<file path="config.mk">
export PLATFORM = sky130hd
export DESIGN_NAME = fixed_slot_pool_allocator_core
export DESIGN_NICKNAME = d
export VERILOG_FILES = /design/src/hdl/fspa_pkg.sv /design/src/hdl/fixed_slot_pool_allocator_core.sv /design/src/hdl/fspa_ctrl.sv /design/src/hdl/fspa_datapath.sv
export SDC_FILE = /design/constraint.sdc
export NUM_CORES = 1
export LEC_CHECK = 0
export BUFFER_PORTS_ARGS = -buffer_cell sky130_fd_sc_hd__buf_2
export CORE_MARGIN = 3
export CORE_UTILIZATION = 50
export CTS_BUF_LIST = sky130_fd_sc_hd__clkbuf_8
export CTS_CLUSTER_DIAMETER = 50
export DETAILED_ROUTE_END_ITERATION = 12
export PLACE_DENSITY = 0.67
export SLEW_MARGIN = 20
export SYNTH_ARGS = -nofsm -noshare
export SYNTH_HDL_FRONTEND = slang
export SYNTH_SLANG_ARGS = --single-unit
</file>
<file path="constraint.sdc">
create_clock -name i_clk -period 15.1 [get_ports i_clk]
set_clock_uncertainty 0.1 [all_clocks]
set_input_delay 0.755 -clock i_clk [delete_from_list [all_inputs] [get_ports i_clk]]
set_output_delay 0.755 -clock i_clk [all_outputs]
set_load 0.02 [all_outputs]
</file>
<file path="src/hdl/fspa_pkg.sv">
package fspa_pkg;

    // pool geometry
    localparam int POOL_COUNT = 2;
    localparam int MAX_SLOTS  = 32;
    localparam int TAG_BYTES  = 8;
    localparam longint unsigned MEMORY_BYTES = 64'd67108864;

    // field widths
    localparam int REQ_W     = 24;
    localparam int REL_W     = 32;
    localparam int OFF_W     = 26;
    localparam int CFG_CNT_W = 6;
    localparam int CFG_IDX_W = 2;
    localparam int CFG_DAT_W = 24;

    // derived widths
    localparam int POOL_W = (POOL_COUNT > 1) ? $clog2(POOL_COUNT) : 1;
    localparam int SLOT_W = (MAX_SLOTS > 1) ? $clog2(MAX_SLOTS) : 1;
    localparam int CNT_W  = $clog2(MAX_SLOTS + 1);
    localparam longint unsigned SPAN_MAX =
        longint'(POOL_COUNT) * longint'(MAX_SLOTS) * (longint'(TAG_BYTES) + 64'd16777216);
    localparam int ACC_W  = $clog2(SPAN_MAX) + 1;

    // register reset values
    localparam int CNT0_RESET   = 20;
    localparam int BYTES0_RESET = 230400;
    localparam int CNT1_RESET   = 1;
    localparam int BYTES1_RESET = 4096;

    // low bit of a register index selects the field of a pool
    localparam logic CFG_FIELD_COUNT = 1'b0;

    localparam logic KIND_ALLOC = 1'b0;
    localparam logic KIND_FREE  = 1'b1;

    typedef enum logic [1:0] {
        ST_ALLOC_OK  = 2'd0,
        ST_NO_SLOT   = 2'd1,
        ST_FREED     = 2'd2,
        ST_NOT_FOUND = 2'd3
    } t_status;

    typedef enum logic [1:0] {
        S_IDLE,
        S_POOL_INIT,
        S_SLOT,
        S_POOL_NEXT
    } t_state;

    typedef struct packed {
        logic    load;
        logic    pool_init;
        logic    slot_step;
        logic    pool_next;
        logic    set_busy;
        logic    clr_busy;
        logic    finish;
        t_status status;
    } t_cmd;

    typedef struct packed {
        logic in_free;
        logic in_oor;
        logic is_free;
        logic slot_end;
        logic fits;
        logic size_match;
        logic busy_bit;
        logic off_match;
        logic pool_last;
    } t_sts;

    function automatic logic [CFG_CNT_W-1:0] cnt_reset(input int p);
        if (p == 0) begin
            return CFG_CNT_W'(CNT0_RESET);
        end else if (p == 1) begin
            return CFG_CNT_W'(CNT1_RESET);
        end
        return '0;
    endfunction

    function automatic logic [REQ_W-1:0] bytes_reset(input int p);
        if (p == 0) begin
            return REQ_W'(BYTES0_RESET);
        end else if (p == 1) begin
            return REQ_W'(BYTES1_RESET);
        end
        return '0;
    endfunction

endpackage

</file>
<file path="src/hdl/fixed_slot_pool_allocator_core.sv">
// channel   | ports                                        | handshake
// ----------+----------------------------------------------+-------------------------------
// request   | i_kind, i_request_bytes, i_release_offset    | start high while busy low
// result    | o_buffer_offset, o_status                    | o_done high for one cycle
// config    | i_cfg_idx, i_cfg_data                        | i_cfg_we high, no wait
//
// a free beyond memory is answered from idle without a walk; otherwise the item is
// accepted, then each pool passes an init step, its slot walk and a next-pool step,
// and the item ends in the slot walk of the pool that answers or after the last
// pool; the slot walk is one slot per cycle through a single offset adder
// one item at a time: busy stays high until the cycle before the result shows
// the next item may start in the cycle o_done is high
// synchronous active-low reset clears the busy map and restores the configuration registers
module fixed_slot_pool_allocator_core (
    input  logic                            i_clk,
    input  logic                            i_rst_n,
    // request channel
    input  logic                            start,
    output logic                            busy,
    input  logic                            i_kind,
    input  logic [fspa_pkg::REQ_W-1:0]      i_request_bytes,
    input  logic [fspa_pkg::REL_W-1:0]      i_release_offset,
    // configuration write port
    input  logic                            i_cfg_we,
    input  logic [fspa_pkg::CFG_IDX_W-1:0]  i_cfg_idx,
    input  logic [fspa_pkg::CFG_DAT_W-1:0]  i_cfg_data,
    // result channel
    output logic                            o_done,
    output logic [fspa_pkg::OFF_W-1:0]      o_buffer_offset,
    output logic [1:0]                      o_status
);

    // command and status between sequencer and datapath
    fspa_pkg::t_cmd cmd;
    fspa_pkg::t_sts sts;

    // sequencer: walks pools in order, slots in order within a pool
    fspa_ctrl u_ctrl (
        .i_clk   (i_clk),
        .i_rst_n (i_rst_n),
        .start   (start),
        .busy    (busy),
        .i_sts   (sts),
        .o_cmd   (cmd)
    );

    // datapath: registers, busy map, running offset and the result register
    fspa_datapath u_dp (
        .i_clk            (i_clk),
        .i_rst_n          (i_rst_n),
        .i_kind           (i_kind),
        .i_request_bytes  (i_request_bytes),
        .i_release_offset (i_release_offset),
        .i_cfg_we         (i_cfg_we),
        .i_cfg_idx        (i_cfg_idx),
        .i_cfg_data       (i_cfg_data),
        .i_cmd            (cmd),
        .o_sts            (sts),
        .o_done           (o_done),
        .o_buffer_offset  (o_buffer_offset),
        .o_status         (o_status)
    );

endmodule

</file>
<file path="src/hdl/fspa_ctrl.sv">
module fspa_ctrl (
    input  logic            i_clk,
    input  logic            i_rst_n,
    input  logic            start,
    output logic            busy,
    input  fspa_pkg::t_sts  i_sts,
    output fspa_pkg::t_cmd  o_cmd
);

    fspa_pkg::t_state r_state;
    fspa_pkg::t_state n_state;
    logic             pool_end;

    always_ff @(posedge i_clk) begin
        if (!i_rst_n) begin
            r_state <= fspa_pkg::S_IDLE;
        end else begin
            r_state <= n_state;
        end
    end

    // a pool ends at its slot count, at the first buffer past memory,
    // or at once for an allocate of another size
    assign pool_end = i_sts.slot_end || !i_sts.fits ||
                      (!i_sts.is_free && !i_sts.size_match);

    always_comb begin
        n_state = r_state;
        o_cmd   = '0;
        o_cmd.status = fspa_pkg::ST_ALLOC_OK;
        case (r_state)
            fspa_pkg::S_IDLE: begin
                if (start) begin
                    if (i_sts.in_free && i_sts.in_oor) begin
                        o_cmd.finish = 1'b1;
                        o_cmd.status = fspa_pkg::ST_NOT_FOUND;
                    end else begin
                        o_cmd.load = 1'b1;
                        n_state    = fspa_pkg::S_POOL_INIT;
                    end
                end
            end
            fspa_pkg::S_POOL_INIT: begin
                o_cmd.pool_init = 1'b1;
                n_state         = fspa_pkg::S_SLOT;
            end
            fspa_pkg::S_SLOT: begin
                if (pool_end) begin
                    n_state = fspa_pkg::S_POOL_NEXT;
                end else if (!i_sts.is_free && !i_sts.busy_bit) begin
                    o_cmd.set_busy = 1'b1;
                    o_cmd.finish   = 1'b1;
                    o_cmd.status   = fspa_pkg::ST_ALLOC_OK;
                    n_state        = fspa_pkg::S_IDLE;
                end else if (i_sts.is_free && i_sts.busy_bit && i_sts.off_match) begin
                    o_cmd.clr_busy = 1'b1;
                    o_cmd.finish   = 1'b1;
                    o_cmd.status   = fspa_pkg::ST_FREED;
                    n_state        = fspa_pkg::S_IDLE;
                end else begin
                    o_cmd.slot_step = 1'b1;
                end
            end
            fspa_pkg::S_POOL_NEXT: begin
                if (i_sts.pool_last) begin
                    o_cmd.finish = 1'b1;
                    o_cmd.status = i_sts.is_free ? fspa_pkg::ST_NOT_FOUND
                                                 : fspa_pkg::ST_NO_SLOT;
                    n_state      = fspa_pkg::S_IDLE;
                end else begin
                    o_cmd.pool_next = 1'b1;
                    n_state         = fspa_pkg::S_POOL_INIT;
                end
            end
            default: begin
                n_state = fspa_pkg::S_IDLE;
            end
        endcase
    end

    assign busy = (r_state != fspa_pkg::S_IDLE);

endmodule

</file>
<file path="src/hdl/fspa_datapath.sv">
module fspa_datapath (
    input  logic                            i_clk,
    input  logic                            i_rst_n,
    input  logic                            i_kind,
    input  logic [fspa_pkg::REQ_W-1:0]      i_request_bytes,
    input  logic [fspa_pkg::REL_W-1:0]      i_release_offset,
    input  logic                            i_cfg_we,
    input  logic [fspa_pkg::CFG_IDX_W-1:0]  i_cfg_idx,
    input  logic [fspa_pkg::CFG_DAT_W-1:0]  i_cfg_data,
    input  fspa_pkg::t_cmd                  i_cmd,
    output fspa_pkg::t_sts                  o_sts,
    output logic                            o_done,
    output logic [fspa_pkg::OFF_W-1:0]      o_buffer_offset,
    output logic [1:0]                      o_status
);

    // configuration
    logic [fspa_pkg::CFG_CNT_W-1:0] r_cnt   [fspa_pkg::POOL_COUNT];
    logic [fspa_pkg::REQ_W-1:0]     r_bytes [fspa_pkg::POOL_COUNT];

    // request and walk state
    logic                           r_kind;
    logic [fspa_pkg::REQ_W-1:0]     r_req;
    logic [fspa_pkg::REL_W-1:0]     r_rel;
    logic [fspa_pkg::POOL_W-1:0]    r_pool;
    logic [fspa_pkg::CNT_W-1:0]     r_slot;
    logic [fspa_pkg::ACC_W-1:0]     r_area;
    logic [fspa_pkg::ACC_W-1:0]     r_base;
    logic [fspa_pkg::ACC_W-1:0]     r_prod;
    logic [fspa_pkg::ACC_W-1:0]     r_off;

    logic [fspa_pkg::POOL_COUNT-1:0][fspa_pkg::MAX_SLOTS-1:0] r_busy;

    logic                           r_done;
    logic [fspa_pkg::OFF_W-1:0]     r_offset;
    logic [1:0]                     r_status;

    logic [fspa_pkg::CFG_CNT_W-1:0] cur_cnt;
    logic [fspa_pkg::REQ_W-1:0]     cur_bytes;
    logic [fspa_pkg::CNT_W-1:0]     cnt_eff;
    logic [fspa_pkg::ACC_W-1:0]     buf_base;
    logic [fspa_pkg::SLOT_W-1:0]    slot_idx;
    logic [fspa_pkg::POOL_W-1:0]    cfg_pool;

    assign cur_cnt   = r_cnt[r_pool];
    assign cur_bytes = r_bytes[r_pool];
    assign cnt_eff   = (int'(cur_cnt) > fspa_pkg::MAX_SLOTS)
                     ? fspa_pkg::CNT_W'(fspa_pkg::MAX_SLOTS)
                     : fspa_pkg::CNT_W'(cur_cnt);
    assign buf_base  = r_area + fspa_pkg::ACC_W'(cnt_eff)
                              * fspa_pkg::ACC_W'(fspa_pkg::TAG_BYTES);
    assign slot_idx  = r_slot[fspa_pkg::SLOT_W-1:0];
    assign cfg_pool  = fspa_pkg::POOL_W'(i_cfg_idx[fspa_pkg::CFG_IDX_W-1:1]);

    always_comb begin
        o_sts            = '0;
        o_sts.in_free    = (i_kind == fspa_pkg::KIND_FREE);
        o_sts.in_oor     = {1'b0, i_release_offset}
                           >= (fspa_pkg::REL_W + 1)'(fspa_pkg::MEMORY_BYTES);
        o_sts.is_free    = (r_kind == fspa_pkg::KIND_FREE);
        o_sts.slot_end   = (r_slot >= cnt_eff);
        o_sts.fits       = ((fspa_pkg::ACC_W + 1)'(r_off) + (fspa_pkg::ACC_W + 1)'(cur_bytes))
                           <= (fspa_pkg::ACC_W + 1)'(fspa_pkg::MEMORY_BYTES);
        o_sts.size_match = (cur_bytes == r_req);
        o_sts.busy_bit   = r_busy[r_pool][slot_idx];
        o_sts.off_match  = (64'(r_off) == 64'(r_rel));
        o_sts.pool_last  = (int'(r_pool) == fspa_pkg::POOL_COUNT - 1);
    end

    // configuration registers
    always_ff @(posedge i_clk) begin
        if (!i_rst_n) begin
            for (int p = 0; p < fspa_pkg::POOL_COUNT; p++) begin
                r_cnt[p]   <= fspa_pkg::cnt_reset(p);
                r_bytes[p] <= fspa_pkg::bytes_reset(p);
            end
        end else if (i_cfg_we && (int'(i_cfg_idx[fspa_pkg::CFG_IDX_W-1:1])
                                  < fspa_pkg::POOL_COUNT)) begin
            if (i_cfg_idx[0] == fspa_pkg::CFG_FIELD_COUNT) begin
                r_cnt[cfg_pool] <= i_cfg_data[fspa_pkg::CFG_CNT_W-1:0];
            end else begin
                r_bytes[cfg_pool] <= i_cfg_data[fspa_pkg::REQ_W-1:0];
            end
        end
    end

    // busy map
    always_ff @(posedge i_clk) begin
        if (!i_rst_n) begin
            r_busy <= '0;
        end else if (i_cmd.set_busy) begin
            r_busy[r_pool][slot_idx] <= 1'b1;
        end else if (i_cmd.clr_busy) begin
            r_busy[r_pool][slot_idx] <= 1'b0;
        end
    end

    // walk registers
    always_ff @(posedge i_clk) begin
        if (i_cmd.load) begin
            r_kind <= i_kind;
            r_req  <= i_request_bytes;
            r_rel  <= i_release_offset;
            r_area <= '0;
            r_pool <= '0;
        end
        if (i_cmd.pool_init) begin
            r_prod <= fspa_pkg::ACC_W'(cnt_eff) * fspa_pkg::ACC_W'(cur_bytes);
            r_base <= buf_base;
            r_off  <= buf_base;
            r_slot <= '0;
        end
        if (i_cmd.slot_step) begin
            r_off  <= r_off + fspa_pkg::ACC_W'(cur_bytes);
            r_slot <= r_slot + 1'b1;
        end
        if (i_cmd.pool_next) begin
            r_area <= r_base + r_prod;
            r_pool <= r_pool + 1'b1;
        end
    end

    // result register
    always_ff @(posedge i_clk) begin
        if (!i_rst_n) begin
            r_done <= 1'b0;
        end else begin
            r_done <= i_cmd.finish;
        end
    end

    always_ff @(posedge i_clk) begin
        if (i_cmd.finish) begin
            r_status <= i_cmd.status;
            r_offset <= (i_cmd.status == fspa_pkg::ST_ALLOC_OK)
                      ? r_off[fspa_pkg::OFF_W-1:0] : '0;
        end
    end

    assign o_done          = r_done;
    assign o_buffer_offset = r_offset;
    assign o_status        = r_status;

endmodule

</file>
==> out/metrics.cfg <==
[synthesis]
synth_ff_type=edfxtp_1
synth_area_um2=22800
ys_ff_latch=346
yosysTopAreaCellShare_pct=36.5
synthCells=2271
post-synth-top-count-cell=edfxtp_1
ys_warn_count=0
synth_top_cell_by_area=edfxtp_1
syn_nets=2558
synth_enable_flop_cells=278
netlist_top_cells_count=edfxtp_1 (278), nand2_1 (223), nor2_1 (217), inv_1 (180), o21ai_0 (111)
ys_seq_area_share_pct=42.5
synth_area_leaders=edfxtp_1 (37%), fa_1 (8.1%), dfxtp_1 (6.0%)
synth_cell_types=71
synth_area_per_cell_um2=10.1
async_flop_share_pct=0

[route]
drtPass1Iterations=5
drc=0
ant_nets=0
vias=17628
via_per_inst=5.87
drt_wl_total_um=64000
post_drt_wl_per_cell_um=21.3
drt-initial-drc-count=1763

[grt]
grt_pass1_vias=17169
grt_max_degree=81
gr-total-overflow=0
track_usage_pct=26.5
grt_antenna_before_repair=2
grt_pass1_wl_um=98200

[critical_path]
worstPathRequired_ns=15.39
endpoint_kind=flop
arrival_ns=7.78
crit_path_max_fanout=32
start_kind=flop
critPathKind=flop to flop

[final_layout]
fillCellCount=3889
final_net_count=2654
area.growth.synth_to_final_pct=10.3
utilization_pct=56.4
multi_input_area_um2=12100
diodes=0
drive_gt1_share_pct=12.4
seq_area_um2=9710

[clocking]
cts.clk_slew.worst_paths_ns=0.06
cts_root_buffer=clkbuf_8
postCtsSetupBuffers=0
numClockSinks=346
clk_latency_ns=0.67
clockBufferDepth=3
cts_buffers=60
cts.repair.resized=0
cts_tree=yes
htree_levels=2
cts_hold_buf=0

[timing]
setup_viol=0
final.setup.tns_ns=0
grt_setup_unrepaired=false
fmax_mhz=134
max_slew_margin_pct=27.5
finalMaxSlewViolations=0
final.period_utilization_pct=49.6
finalHoldViolCount=0
min_period_ns=7.49
tightestPinTransition_ns=1.06

[placed_design]
gp_congestion=0.980
buffer_ports.inserted=116
post-dp-hpwl_um=46600

[floorplan]
start_util_pct=51.1
die-area_um2=48300
rows=77
coreArea_um2=44700
die_y_um=220
pin_count=117
die_w_um=220

[pwr]
power.total_mw=3.10
p_sw_share_pct=36.1
power_frac_clock_pct=27.2
netSwitchingPower_mw=1.12
worst_ir_drop_vdd_mv=0.0711
p_seq_share_pct=38.0
p_per_area_nw_per_um2=123
p_leak_nw=10.1
power.internal_mw=1.98
comb_power_share_pct=34.8

[job]
maxCapViolCount=0

[worst_hold_path]
hold_class=input port to flop

[outcome]
status=finished clean

==> placed cells by master, fill, tap and decap left out, drive strengths merged, types with 17 or more instances in the layout <==
| cell | n |
|---|---|
| a21o | 34 |
| a21oi | 69 |
| and2 | 87 |
| and3 | 47 |
| buf | 145 |
| clkbuf | 69 |
| clkinv | 23 |
| dfxtp | 68 |
| edfxtp | 278 |
| fa | 92 |
| ha | 108 |
| inv | 194 |
| mux2 | 21 |
| mux2i | 34 |
| nand2 | 224 |
| nand2b | 17 |
| nand3 | 31 |
| nand4 | 89 |
| nor2 | 217 |
| nor3 | 62 |
| nor4 | 19 |
| nor4b | 33 |
| o21ai | 116 |
| xnor2 | 101 |
| xor2 | 50 |
==> power by group through the flow <==
stage	sequential [mW]	combinational (mW)	clock (mW)
floorplan	1.18	0.762	0
global placement	1.20	1.05	0
detailed placement	1.20	1.06	0
CTS	1.18	1.07	0.862
global route	1.18	1.20	0.907
finish	1.18	1.08	0.843
==> final cells by class <==
type	instances	share of cell area, %
multi-input cells	1633	47.9
flip-flops and latches	346	38.5
well taps	592	2.94
clock inverters	38	0.934
inverters	181	2.70
clock buffers	69	3.77
repair buffers	145	3.25
==> routing by layer <==
| layer | vias to the layer above | global-route usage (%) | share of wire, % |
|---|---|---|---|
| met1 | 8589 | 38.5 | 45 |
| met3 | 99 | 4.84 | 7.2 |
| met4 | 2 | 6.78 | 2.4 |
| met2 | 719 | 41.2 | 46 |
| met5 | - | 0 | 0.020 |
| li1 | 8219 | - | - |
==> logic make-up after synthesis <==
logic type               count (synthesis)  synth area share [%]
multiplexers                            71                  4.41
buffers and inverters                  292                  4.96
AND/OR/NAND/NOR                        878                  19.3
AO/OA/AOI/OAI                          333                  9.09
adder cells (fa/ha/maj)                200                  14.0
flip-flops                             346                  42.5
XOR/XNOR                               151                  5.79
==> critical path, stage by stage (launching register included) <==
cell and delay (ns):
dfxtp_2 0.97, mux2i_2 0.28, buf_4 0.32, a21oi_1 0.07, nand2_1 0.10, nand2_1 0.52, inv_1 0.40, nand2_1 0.12
fa_1 0.56, fa_1 0.44, fa_1 0.54, inv_1 0.04, ha_1 0.32, a21o_1 0.18, a211oi_1 0.38, nor4_1 0.12
a2111oi_0 0.55, o31ai_1 0.33, a21oi_1 0.31, nand3_1 0.10, a31oi_1 0.18, o21bai_1 0.09, xor2_1 0.14
==> path summary, 6_finish.rpt <==
check,from,depth (start not counted),slack (ns),to
min,i_request_bytes[8],1,0.15,u_dp.r_req[8]
min reg2reg,flop,2,0.37,flop
max,flop,22,7.61,u_dp.r_prod[29]
max reg2reg,flop,22,7.61,u_dp.r_prod[29]
==> stage by stage <==
| step | hold WS, ns | worst slack (ns) | cell area (µm²) | instances |
|---|---|---|---|---|
| after detailed placement | 0.354 | 7.73 | 24000 | 2897 |
| after floorplan | 0.327 | 8.37 | 22800 | 2271 |
| after global routing | 0.110 | 7.20 | 25200 | 3004 |
| after CTS | 0.101 | 7.65 | 25200 | 3004 |
| final | 0.154 | 7.61 | 25200 | 3004 |
| after global placement | 0.357 | 7.64 | 24000 | 2896 |
Power figures use the tool's default switching activity.
